### config.mk
export PLATFORM = sky130hd
export DESIGN_NAME = program_counter_sequencer_core
export DESIGN_NICKNAME = d
export VERILOG_FILES = /design/src/rtl/pcs_pkg.sv /design/src/rtl/program_counter_sequencer_core.sv
export SDC_FILE = /design/constraint.sdc
export NUM_CORES = 1
export LEC_CHECK = 0
export BUFFER_PORTS_ARGS = -buffer_cell sky130_fd_sc_hd__buf_4
export CORE_MARGIN = 1
export CORE_UTILIZATION = 35
export DETAILED_ROUTE_END_ITERATION = 8
export GPL_ROUTABILITY_DRIVEN = 0
export SYNTH_ARGS = -nofsm -noshare
export SYNTH_HDL_FRONTEND = slang
export SYNTH_SLANG_ARGS = --single-unit
export TNS_END_PERCENT = 50
### constraint.sdc
create_clock -name clock -period 11.3 [get_ports clock]
set_input_delay 1.13 -clock clock [delete_from_list [all_inputs] [get_ports clock]]
set_output_delay 1.13 -clock clock [all_outputs]
set_load 0.01 [all_outputs]
### src/rtl/pcs_pkg.sv
// shared types and constants for the program counter sequencer
package pcs_pkg;

   // field widths
   localparam int ADDR_BITS  = 16;
   localparam int COND_BITS  = 3;
   localparam int FLAG_BITS  = 7;
   localparam int RET_BITS   = 2;
   localparam int IRQ_LINES  = 3;
   localparam int SRC_BITS   = 3;
   localparam int CSR_IDX_BITS = 8;

   // packed request fields, lowest bits last in the declaration
   localparam int REQ_BITS   = 49;
   localparam int REQ_TDATA_BITS = 56;
   localparam int RSP_TDATA_BITS = 24;

   // pc source codes
   localparam logic [SRC_BITS-1:0] SRC_INCREMENT = 3'd0;
   localparam logic [SRC_BITS-1:0] SRC_INT0      = 3'd1;
   localparam logic [SRC_BITS-1:0] SRC_INT1      = 3'd2;
   localparam logic [SRC_BITS-1:0] SRC_INT2      = 3'd3;
   localparam logic [SRC_BITS-1:0] SRC_RETURN    = 3'd4;
   localparam logic [SRC_BITS-1:0] SRC_HOLD      = 3'd5;
   localparam logic [SRC_BITS-1:0] SRC_LOAD      = 3'd6;
   localparam logic [SRC_BITS-1:0] SRC_JUMP      = 3'd7;

   // register indexes
   localparam logic [CSR_IDX_BITS-1:0] CSR_VECTOR_ZERO      = 8'd0;
   localparam logic [CSR_IDX_BITS-1:0] CSR_VECTOR_ONE       = 8'd1;
   localparam logic [CSR_IDX_BITS-1:0] CSR_VECTOR_TWO       = 8'd2;
   localparam logic [CSR_IDX_BITS-1:0] CSR_INTERRUPT_ENABLE = 8'd3;

   // jump condition meaning no jump
   localparam logic [COND_BITS-1:0] COND_NONE = 3'd0;

   typedef struct packed {
      logic [IRQ_LINES-1:0] interrupt_requests;
      logic                 timer_hold;
      logic [RET_BITS-1:0]  return_control;
      logic [FLAG_BITS-1:0] condition_flags;
      logic [ADDR_BITS-1:0] jump_offset;
      logic [COND_BITS-1:0] jump_condition;
      logic [ADDR_BITS-1:0] load_value;
      logic                 load_valid;
   } req_type;

endpackage

### src/rtl/program_counter_sequencer_core.sv
// program counter sequencer: picks the next fetch address once per instruction cycle
// path: a response follows its request transfer through the input register, then the
//   result register, one response per request
// throughput: one request per cycle unless the response stalls; next-pc is combinational
// reset: synchronous, active high; clears pc, return address, in-service, pending
//   requests, interrupt vectors and enables, and both pipeline valid flags
module program_counter_sequencer_core #(
   parameter int PC_WIDTH = 16
) (
   input  logic                                 clock,
   input  logic                                 reset,
   // request channel
   input  logic                                 req_tvalid,
   output logic                                 req_tready,
   // fields from bit 0: load_valid, load_value[15:0], jump_condition[2:0],
   // jump_offset[15:0], condition_flags[6:0], return_control[1:0],
   // timer_hold, interrupt_requests[2:0], zero fill
   input  logic [pcs_pkg::REQ_TDATA_BITS-1:0]   req_tdata,
   // response channel
   output logic                                 rsp_tvalid,
   input  logic                                 rsp_tready,
   // fields from bit 0: program_counter[15:0], in_service, zero fill
   output logic [pcs_pkg::RSP_TDATA_BITS-1:0]   rsp_tdata,
   // fields from bit 0: pc_source[2:0]
   output logic [pcs_pkg::SRC_BITS-1:0]         rsp_tuser,
   // register write channel
   input  logic                                 csr_valid,
   output logic                                 csr_ready,
   input  logic [pcs_pkg::CSR_IDX_BITS-1:0]     csr_index,
   input  logic [pcs_pkg::ADDR_BITS-1:0]        csr_data
);

   // ---------------------------------------------------------------- handshakes
   logic req_xfer;
   logic advance;      // result register can take a new value
   logic step;         // the held request is evaluated this cycle

   logic             s1_valid_ff, s1_valid_in;
   pcs_pkg::req_type s1_data_ff;
   logic             rsp_valid_ff, rsp_valid_in;

   assign advance    = !rsp_valid_ff || rsp_tready;
   assign step       = s1_valid_ff && advance;
   assign req_tready = !s1_valid_ff || advance;
   assign req_xfer   = req_tvalid && req_tready;
   assign csr_ready  = 1'b1;

   always_comb begin
      if (req_xfer) begin
         s1_valid_in = 1'b1;
      end else if (step) begin
         s1_valid_in = 1'b0;
      end else begin
         s1_valid_in = s1_valid_ff;
      end
      if (step) begin
         rsp_valid_in = 1'b1;
      end else if (rsp_tready) begin
         rsp_valid_in = 1'b0;
      end else begin
         rsp_valid_in = rsp_valid_ff;
      end
   end

   // input register, payload needs no reset
   always_ff @(posedge clock) begin
      if (reset) begin
         s1_valid_ff  <= 1'b0;
         rsp_valid_ff <= 1'b0;
      end else begin
         s1_valid_ff  <= s1_valid_in;
         rsp_valid_ff <= rsp_valid_in;
      end
      if (req_xfer) begin
         s1_data_ff <= pcs_pkg::req_type'(req_tdata[pcs_pkg::REQ_BITS-1:0]);
      end
   end

   // ---------------------------------------------------------------- registers
   logic [pcs_pkg::ADDR_BITS-1:0] vector_zero_ff, vector_one_ff, vector_two_ff;
   logic [pcs_pkg::IRQ_LINES-1:0] irq_enable_ff;

   always_ff @(posedge clock) begin
      if (reset) begin
         vector_zero_ff <= '0;
         vector_one_ff  <= '0;
         vector_two_ff  <= '0;
         irq_enable_ff  <= '0;
      end else if (csr_valid && csr_ready) begin
         case (csr_index)
            pcs_pkg::CSR_VECTOR_ZERO:      vector_zero_ff <= csr_data;
            pcs_pkg::CSR_VECTOR_ONE:       vector_one_ff  <= csr_data;
            pcs_pkg::CSR_VECTOR_TWO:       vector_two_ff  <= csr_data;
            pcs_pkg::CSR_INTERRUPT_ENABLE: irq_enable_ff  <= csr_data[pcs_pkg::IRQ_LINES-1:0];
            default: ;   // writes past the list are dropped
         endcase
      end
   end

   // ---------------------------------------------------------------- sequencer state
   logic [PC_WIDTH-1:0]           pc_ff, pc_in;
   logic [PC_WIDTH-1:0]           ret_addr_ff, ret_addr_in;
   logic                          svc_ff, svc_in;
   logic [pcs_pkg::IRQ_LINES-1:0] pend_irq_ff, pend_irq_in;
   logic                          pend_load_ff, pend_load_in;
   logic [PC_WIDTH-1:0]           load_tgt_ff, load_tgt_in;
   logic                          pend_jump_ff, pend_jump_in;
   logic [PC_WIDTH-1:0]           jump_tgt_ff, jump_tgt_in;
   logic [pcs_pkg::SRC_BITS-1:0]  src;

   // intermediate values once the cycle's requests are recorded
   logic                          cond_hit;
   logic [pcs_pkg::FLAG_BITS:0]   cond_vec;
   logic [PC_WIDTH-1:0]           offset;
   logic [PC_WIDTH-1:0]           pc_plus_one;
   logic                          load_rec;
   logic [PC_WIDTH-1:0]           load_tgt_rec;
   logic                          jump_rec;
   logic [PC_WIDTH-1:0]           jump_tgt_rec;
   logic                          ret_req;     // return request lives for this cycle only
   logic                          svc_rec;
   logic [pcs_pkg::IRQ_LINES-1:0] irq_rec;
   logic                          take_int;

   always_comb begin
      pc_plus_one = pc_ff + PC_WIDTH'(1);
      offset      = PC_WIDTH'(s1_data_ff.jump_offset);

      // load request, a newer load replaces the target
      load_rec     = pend_load_ff || s1_data_ff.load_valid;
      load_tgt_rec = s1_data_ff.load_valid ? PC_WIDTH'(s1_data_ff.load_value) : load_tgt_ff;

      // condition c tests flag bit c-1; bit 0 of cond_vec stands for no condition
      cond_vec = {s1_data_ff.condition_flags, 1'b0};
      cond_hit = (s1_data_ff.jump_condition != pcs_pkg::COND_NONE) &&
                 cond_vec[s1_data_ff.jump_condition];
      jump_rec = pend_jump_ff || cond_hit;
      if (cond_hit) begin
         jump_tgt_rec = s1_data_ff.jump_offset[0] ? (pc_ff + offset) : (pc_ff - offset);
      end else begin
         jump_tgt_rec = jump_tgt_ff;
      end

      // return bits, then interrupt latch gated by in-service
      ret_req = s1_data_ff.return_control[0];
      svc_rec = s1_data_ff.return_control[1] ? 1'b0 : svc_ff;
      irq_rec = svc_rec ? pend_irq_ff
                        : (pend_irq_ff | (s1_data_ff.interrupt_requests & irq_enable_ff));
      take_int = |irq_rec;

      // defaults: keep what was recorded
      ret_addr_in  = ret_addr_ff;
      svc_in       = svc_rec;
      pend_irq_in  = irq_rec;
      pend_load_in = load_rec;
      load_tgt_in  = load_tgt_rec;
      pend_jump_in = jump_rec;
      jump_tgt_in  = jump_tgt_rec;

      // fixed priority next-pc selection
      if (take_int) begin
         if (irq_rec[0]) begin
            pc_in = PC_WIDTH'(vector_zero_ff);
            src   = pcs_pkg::SRC_INT0;
         end else if (irq_rec[1]) begin
            pc_in = PC_WIDTH'(vector_one_ff);
            src   = pcs_pkg::SRC_INT1;
         end else begin
            pc_in = PC_WIDTH'(vector_two_ff);
            src   = pcs_pkg::SRC_INT2;
         end
         pend_irq_in = '0;
         ret_addr_in = pc_plus_one;
         svc_in      = 1'b1;
      end else if (ret_req) begin
         pc_in = ret_addr_ff;
         src   = pcs_pkg::SRC_RETURN;
      end else if (s1_data_ff.timer_hold) begin
         pc_in = pc_ff;
         src   = pcs_pkg::SRC_HOLD;
      end else if (load_rec) begin
         pc_in        = load_tgt_rec;
         src          = pcs_pkg::SRC_LOAD;
         pend_load_in = 1'b0;
      end else if (jump_rec) begin
         pc_in        = jump_tgt_rec;
         src          = pcs_pkg::SRC_JUMP;
         pend_jump_in = 1'b0;
      end else begin
         pc_in = pc_plus_one;
         src   = pcs_pkg::SRC_INCREMENT;
      end
   end

   always_ff @(posedge clock) begin
      if (reset) begin
         pc_ff        <= '0;
         ret_addr_ff  <= '0;
         svc_ff       <= 1'b0;
         pend_irq_ff  <= '0;
         pend_load_ff <= 1'b0;
         load_tgt_ff  <= '0;
         pend_jump_ff <= 1'b0;
         jump_tgt_ff  <= '0;
      end else if (step) begin
         pc_ff        <= pc_in;
         ret_addr_ff  <= ret_addr_in;
         svc_ff       <= svc_in;
         pend_irq_ff  <= pend_irq_in;
         pend_load_ff <= pend_load_in;
         load_tgt_ff  <= load_tgt_in;
         pend_jump_ff <= pend_jump_in;
         jump_tgt_ff  <= jump_tgt_in;
      end
   end

   // ---------------------------------------------------------------- result register
   logic [pcs_pkg::ADDR_BITS-1:0] rsp_pc_ff;
   logic                          rsp_svc_ff;
   logic [pcs_pkg::SRC_BITS-1:0]  rsp_src_ff;

   always_ff @(posedge clock) begin
      if (step) begin
         rsp_pc_ff  <= pcs_pkg::ADDR_BITS'(pc_in);
         rsp_svc_ff <= svc_in;
         rsp_src_ff <= src;
      end
   end

   assign rsp_tvalid = rsp_valid_ff;
   assign rsp_tdata  = {{(pcs_pkg::RSP_TDATA_BITS - pcs_pkg::ADDR_BITS - 1){1'b0}},
                        rsp_svc_ff, rsp_pc_ff};
   assign rsp_tuser  = rsp_src_ff;

   // ---------------------------------------------------------------- checks
   // an interrupt response always reports in-service
   a_int_sets_service: assert property (@(posedge clock) disable iff (reset)
      rsp_tvalid && (rsp_tuser == pcs_pkg::SRC_INT0 || rsp_tuser == pcs_pkg::SRC_INT1 ||
                     rsp_tuser == pcs_pkg::SRC_INT2) |-> rsp_tdata[pcs_pkg::ADDR_BITS])
      else $error("interrupt response without in-service");

   // taking an interrupt drops every pending line
   a_int_clears_pending: assert property (@(posedge clock) disable iff (reset)
      step && take_int |=> pend_irq_ff == '0)
      else $error("pending interrupts survive an interrupt");

   // requests stall only while both stages are full
   a_stall_only_when_full: assert property (@(posedge clock) disable iff (reset)
      !req_tready |-> s1_valid_ff && rsp_valid_ff)
      else $error("request stalled with free stage");

endmodule
==> impl_metrics.yaml, run 1 <==
finish:
  layout-drive-gt1-share_pct: 15.9
  antennaDiodeCount: 0
  fin_area_um2: 11000
  area_growth_pct: 15.1
  nFillCells: 2681
  regArea_um2: 4530
  layout_common_cells: "139 x nor2_1, 123 x dfxtp_1, 114 x buf_4, 99 x nand2_1, 80 x a21oi_1"
  nNetsFinal: 1184
  multi_input_area_um2: 4510
  final_common_cell: "nor2_1"
synthesis:
  yosysWarnings: 0
  synth_edf_count: 69
  synth_top_area_share_pct: 25.8
  syn-instance-count: 1016
  netlist_area_um2: 9560
  yosysUniqueCellTypes: 74
  syn_avg_cell_area_um2: 9.41
  async_reset_ff_share_pct: 0
  yosysTopAreaCell: "dfxtp_1"
  synth_area_leaders: "dfxtp_1 26%, edfxtp_1 22%, mux2i_1 6.2%"
  yosysSeqAreaShare_pct: 47.4
  synth_flop_cell: "dfxtp_1"
  ys_ff_latch: 192
setup_path:
  r2r_end: "pc_ff[14]"
  worstPathArrival_ns: 4.32
  path_cells: "or4_1, or2_2, nor2_1, a21oi_1, xor2_1, ha_1, a21oi_1, o21ai_0, a221oi_1, a21boi_0, xnor2_1, a2111oi_1, a2111oi_2"
  worstSetupStartpointType: "flop"
  reg2reg_depth: 13
  crit_type: "reg2reg"
  cp.required_ns: 11.61
  reg2reg_from: "offset[1]"
  slowest_stage: "or4_1"
  slowest_delay_ns: 0.63
  path_max_fanout: 8
  cp_common_cell: "a21oi_1"
  r2r_setup_slack_ns: 7.29
  end_kind: "flop"
global_route:
  grt_max_degree: 99
  grt_pass1_wl_um: 39100
  grt_pass1_vias: 7204
  antenna_found_initial: 0
  gr-total-overflow: 0
  grt_usage_pct: 17.9
cts:
  worstSkewPairLatency_ns: 0.44
  cts_tree: "done"
  post-cts-setup-buffers: 0
  cts_resized: 0
  hold_buffers: 0
  clk_pin_slew_worst_paths_ns: 0.07
  cts_inserted_buffers: 17
  cts_root_buffer: "clkbuf_16"
  htreeDepth: 4
  clockBufferDepth: 2
  clkSinkCount: 192
placed_design:
  dp_hpwl_um: 17400
  placed_area_um2: 10400
  portBuffers: 99
route:
  wire_per_inst_um: 17.4
  drc: 0
  drt-initial-drc-count: 598
  wl_um: 24900
  antenna_left: 0
  routed-via-count: 7648
  first_pass_iters: 5
  avgViaCountPerCell: 5.34
status:
  status: "finished, final reports clean"
run:
  max-cap-violations: 0
die:
  die_h_um: 167
  start_util_pct: 35.6
  dieArea_um2: 28000
  io_pins: 115
  die_x_um: 167
  design.core.area_um2: 26900
  row_count: 60
timing:
  post-route-min-period_ns: 4.01
  fin_tns_setup_ns: 0
  finalCritPeriodShare_pct: 35.4
  slew_headroom_pct: 26.5
  max_freq_ghz: 0.250
  worstMarginPinSlew_ns: 1.10
  whs_ns: 0.455
  maxSlewViolCount: 0
  final_hold_viol_count: 0
  rsz0062_at_grt: "no"
  setup_viol: 0
  fin_skew_ns: 0.0112
power:
  peakVddDrop_uv: 85.4
  pwr_density_cell_nw_per_um2: 144
  power.leakage_nw: 4.26
worst_hold_path:
  min-delay-path-class: "reg2reg"
  holdPathStages: 2
  hp-start: "jump_tgt_ff[6]"
  hold_end: "jump_tgt_ff[6]"
state kept, by name, indices dropped and copies added, names as in the netlist:
register	count
pend_load_ff	1
pend_jump_ff	1
s1_data_ff	25
rsp_tuser	3
pend_irq_ff	3
ret_req	1
offset	16
rsp_tvalid	1
svc_ff	1
s1_valid_ff	1
rsp_pc_ff	16
vector_one_ff	16
vector_zero_ff	16
vector_two_ff	16
cond_vec	7
jump_tgt_ff	16
load_tgt_ff	16
pc_ff	16
ret_addr_ff	16
rsp_svc_ff	1
irq_enable_ff	3
cell families (layout without fill, tap and decap cells):
| kind of cell | count (synthesis) | count (layout) | share of synthesized area [%] |
|---|---|---|---|
| buffers and inverters | 97 | 166 | 5.64 |
| multiplexers | 60 | 60 | 6.41 |
| other | 2 | 8 | 0.0786 |
| XOR/XNOR | 40 | 40 | 3.67 |
| AO/OA/AOI/OAI | 240 | 240 | 16.3 |
| AND/OR/NAND/NOR | 364 | 364 | 17.7 |
| adder cells (fa/ha/maj) | 21 | 21 | 2.83 |
| flip-flops | 192 | 192 | 47.4 |
synth_stat cells (5+ instances only):
master,count
a211oi_1,27
a21oi_1,80
a221oi_1,6
a31oi_1,24
and3_1,5
buf_2,9
buf_4,10
clkbuf_1,40
clkbuf_8,9
dfxtp_1,123
edfxtp_1,69
ha_1,20
inv_1,20
mux2i_1,59
nand2_1,99
nand2b_1,12
nand3_1,35
nand4_1,12
nor2_1,139
nor3_1,19
o211ai_1,9
o21ai_0,43
o221ai_1,5
or2_2,6
xnor2_1,22
xor2_1,18
how the worst max path moves through the flow:
stage / from / endpoint / depth (start not counted)
after floorplan: offset[1] / pc_ff[14] / 14
after global placement: offset[1] / pc_ff[14] / 13
after detailed placement: offset[1] / pc_ff[14] / 13
after CTS: offset[1] / pc_ff[14] / 13
after global routing: offset[1] / pc_ff[14] / 12
final: offset[1] / pc_ff[14] / 13
critical path: cells and delay by family (launching register included):
| family | cells | cell delay [ns] |
|---|---|---|
| compound gates | 7 | 1.49 |
| xor+xnor | 2 | 0.35 |
| fa+ha+maj | 1 | 0.40 |
| flops | 1 | 0.49 |
| simple gates | 3 | 1.16 |
layer usage:
layer	track usage, %	vias up	routed length, um	share of wire (%)
li1	-	3761	-	-
met2	28.1	242	11200	45
met3	3.26	40	1210	4.9
met1	24.4	3605	11800	47
met5	0	-	0	0
met4	7.14	0	741	3.0
through the flow:
stage	power (mW)	setup slack, ns	util, %	instances
CTS	1.59	7.29	40.9	1432
floorplan	0.912	7.66	-	1022
finish	1.58	7.29	40.9	1432
global route	1.64	7.07	40.9	1432
detailed placement	0.983	7.30	38.7	1400
global placement	0.979	7.31	38.7	1400
cell type report:
cell class | instances | area share, %
tap | 341 | 3.88
multi-input combinational | 733 | 41.0
timing repair buffer | 114 | 7.78
clock inverter | 15 | 1.54
sequential | 192 | 41.2
inverter | 20 | 0.683
clock buffer | 17 | 3.87
power breakdown:
part	switching, mW	total, mW	internal, mW
sequential	0.0214	0.764	0.743
clock	0.298	0.613	0.315
combinational	0.124	0.204	0.0801
(Power assumes the default switching activity.)
==> inputs of run 2 (changes only) <==
==> constraint.sdc (replaced) <==
create_clock -name clock -period 3.4 [get_ports clock]
set_input_delay 0.34 -clock clock [delete_from_list [all_inputs] [get_ports clock]]
set_output_delay 0.34 -clock clock [all_outputs]
set_load 0.01 [all_outputs]
==> run 2 against run 1 <==
Core utilization up 2.4 points. Critical path depth increased by 1. Clock power grew to 3.5 times the previous value. Sequential share of layout area down 2.3 points. Maximum frequency rose by 19%. Hold slack got worse by 0.39 ns. Die area is the same. Final area up 5.9%. Cell count increased by 3.6%. Register-to-register slack worse by 7.3 ns. Critical path type unchanged. Largest power group unchanged.
==> impl_metrics.yaml, run 2 (synthesized netlist as in run 1, its figures left out) <==
status:
  status: "finished, final reports clean"
cts:
  cts_tree: "done"
  clk_pin_slew_worst_paths_ns: 0.07
  htreeDepth: 4
  worstSkewPairLatency_ns: 0.44
  cts_root_buffer: "clkbuf_16"
  hold_buffers: 0
  clkSinkCount: 192
  clockBufferDepth: 2
  cts_inserted_buffers: 17
route:
  wire_per_inst_um: 17.7
  avgViaCountPerCell: 5.33
  drt-initial-drc-count: 837
  drc: 0
  routed-via-count: 7906
  antenna_left: 0
  first_pass_iters: 5
  wl_um: 26200
timing:
  finalCritPeriodShare_pct: 99.2
  maxSlewViolCount: 0
  max_freq_ghz: 0.297
  worstMarginPinSlew_ns: 0.852
  fin_tns_setup_ns: 0
  setup_viol: 0
  slew_headroom_pct: 42.6
  whs_ns: 0.0690
  fin_skew_ns: 0.0141
  rsz0062_at_grt: "yes"
  final_hold_viol_count: 0
  post-route-min-period_ns: 3.37
setup_path:
  slowest_delay_ns: 0.55
  cp_top_family: "compound AO/OA/AOI/OAI gates"
  worstPathArrival_ns: 3.71
  end_kind: "flop"
  worstSetupStartpointType: "flop"
  cp_common_cell: "xnor2_2"
  cp.required_ns: 3.74
  crit_buf_inv: 2
  path_max_fanout: 3
  slowest_stage: "or4_4"
  path_cells: "or4_4, or2_4, nor2_4, buf_6, a21oi_2, xnor2_2, ha_1, inv_2, o21ai_2, a221oi_2, a21boi_2, xnor2_2, a2111oi_4, a2111oi_2"
  crit_type: "reg2reg"
power:
  peakVddDrop_uv: 355
  report.power.total_mw: 5.53
  pwr_density_cell_nw_per_um2: 475
  power.leakage_nw: 4.58
global_route:
  grt_usage_pct: 18.7
  gr-total-overflow: 0
  antenna_found_initial: 0
  grt_pass1_wl_um: 40800
  grt_max_degree: 60
  grt_pass1_vias: 7372
placed_design:
  dp.cells: 1445
  dp_hpwl_um: 18200
  portBuffers: 99
finish:
  layout_common_cells: "164 x buf_4, 137 x nor2_1, 123 x dfxtp_1, 99 x nand2_1, 74 x a21oi_1"
  layout-drive-gt1-share_pct: 22.5
  area_growth_pct: 21.9
  largest_register_ffs: 25
  fin_util_pct: 43.3
  largest-register: "s1_data_ff"
  regArea_um2: 4530
  nFillCells: 2612
  antennaDiodeCount: 0
  final_cells: 1484
  final_common_cell: "buf_4"
  multi_input_area_um2: 4740
  nNetsFinal: 1236
die:
  die_x_um: 167
  start_util_pct: 35.6
  die_h_um: 167
  dieArea_um2: 28000
  row_count: 60
  io_pins: 115
  design.core.area_um2: 26900
run:
  max-cap-violations: 0
worst_hold_path:
  min-delay-path-class: "in2reg"
## run 2: cell type report
class	count	area share (%)
Sequential cell	192	38.9
Inverter	20	0.666
Multi-Input combinational cell	733	40.7
Clock inverter	12	1.55
Tap cell	341	3.66
Timing Repair Buffer	166	10.8
Clock buffer	20	3.75
## run 2: routing by layer
layer / routed length [um] / vias up / track usage (%)
li1: - / 3868 / -
met1: 12100 / 3747 / 25.7
met2: 12100 / 254 / 29.0
met3: 1400 / 37 / 3.33
met4: 682 / 0 / 7.90
met5: 0 / - / 0
## run 2: final timing paths
| check | slack [ns] | endpoint | startpoint | cells after the start |
|---|---|---|---|---|
| setup / recovery | 0.03 | pc_ff[14] | offset[6] | 14 |
| hold / removal | 0.07 | s1_data_ff[18] | req_tdata[18] | 1 |
| setup reg to reg | 0.03 | pc_ff[14] | offset[6] | 14 |
| hold reg to reg | 0.45 | load_tgt_ff[0] | load_tgt_ff[0] | 2 |
## run 2: repair_timing
| item | 4_1_cts | 5_1_grt |
|---|---|---|
| setup endpoints to repair | 8 | 18 |
| setup buffers | 2 | 6 |
| pin swaps | 8 | 36 |
| resized for setup | 9 | 33 |
| endpoints found under the hold margin | 0 | 0 |
## run 2: through the flow
stage / setup WS (ns) / cell area [um^2]
3_3_place_gp: -0.0684 / 10800
3_5_place_dp: -0.0826 / 10800
2_1_floorplan: 0.00621 / 9610
4_1_cts: -0.0194 / 11400
6_report: 0.0282 / 11600
5_1_grt: -0.138 / 11600
## run 2: power breakdown
part,total (mW),switching (mW),internal (mW)
clock,2.16,0.922,1.24
sequential,2.54,0.0702,2.47
combinational,0.826,0.467,0.359
## run 2: worst reg2reg max path: cells and delay by family (launching register included)
| kind | cells | cell delay (ns) |
|---|---|---|
| buffers and inverters | 2 | 0.21 |
| XOR/XNOR | 2 | 0.36 |
| adder cells (fa/ha/maj) | 1 | 0.36 |
| AND/OR/NAND/NOR | 3 | 0.95 |
| flip-flops | 1 | 0.38 |
| AO/OA/AOI/OAI | 6 | 1.01 |
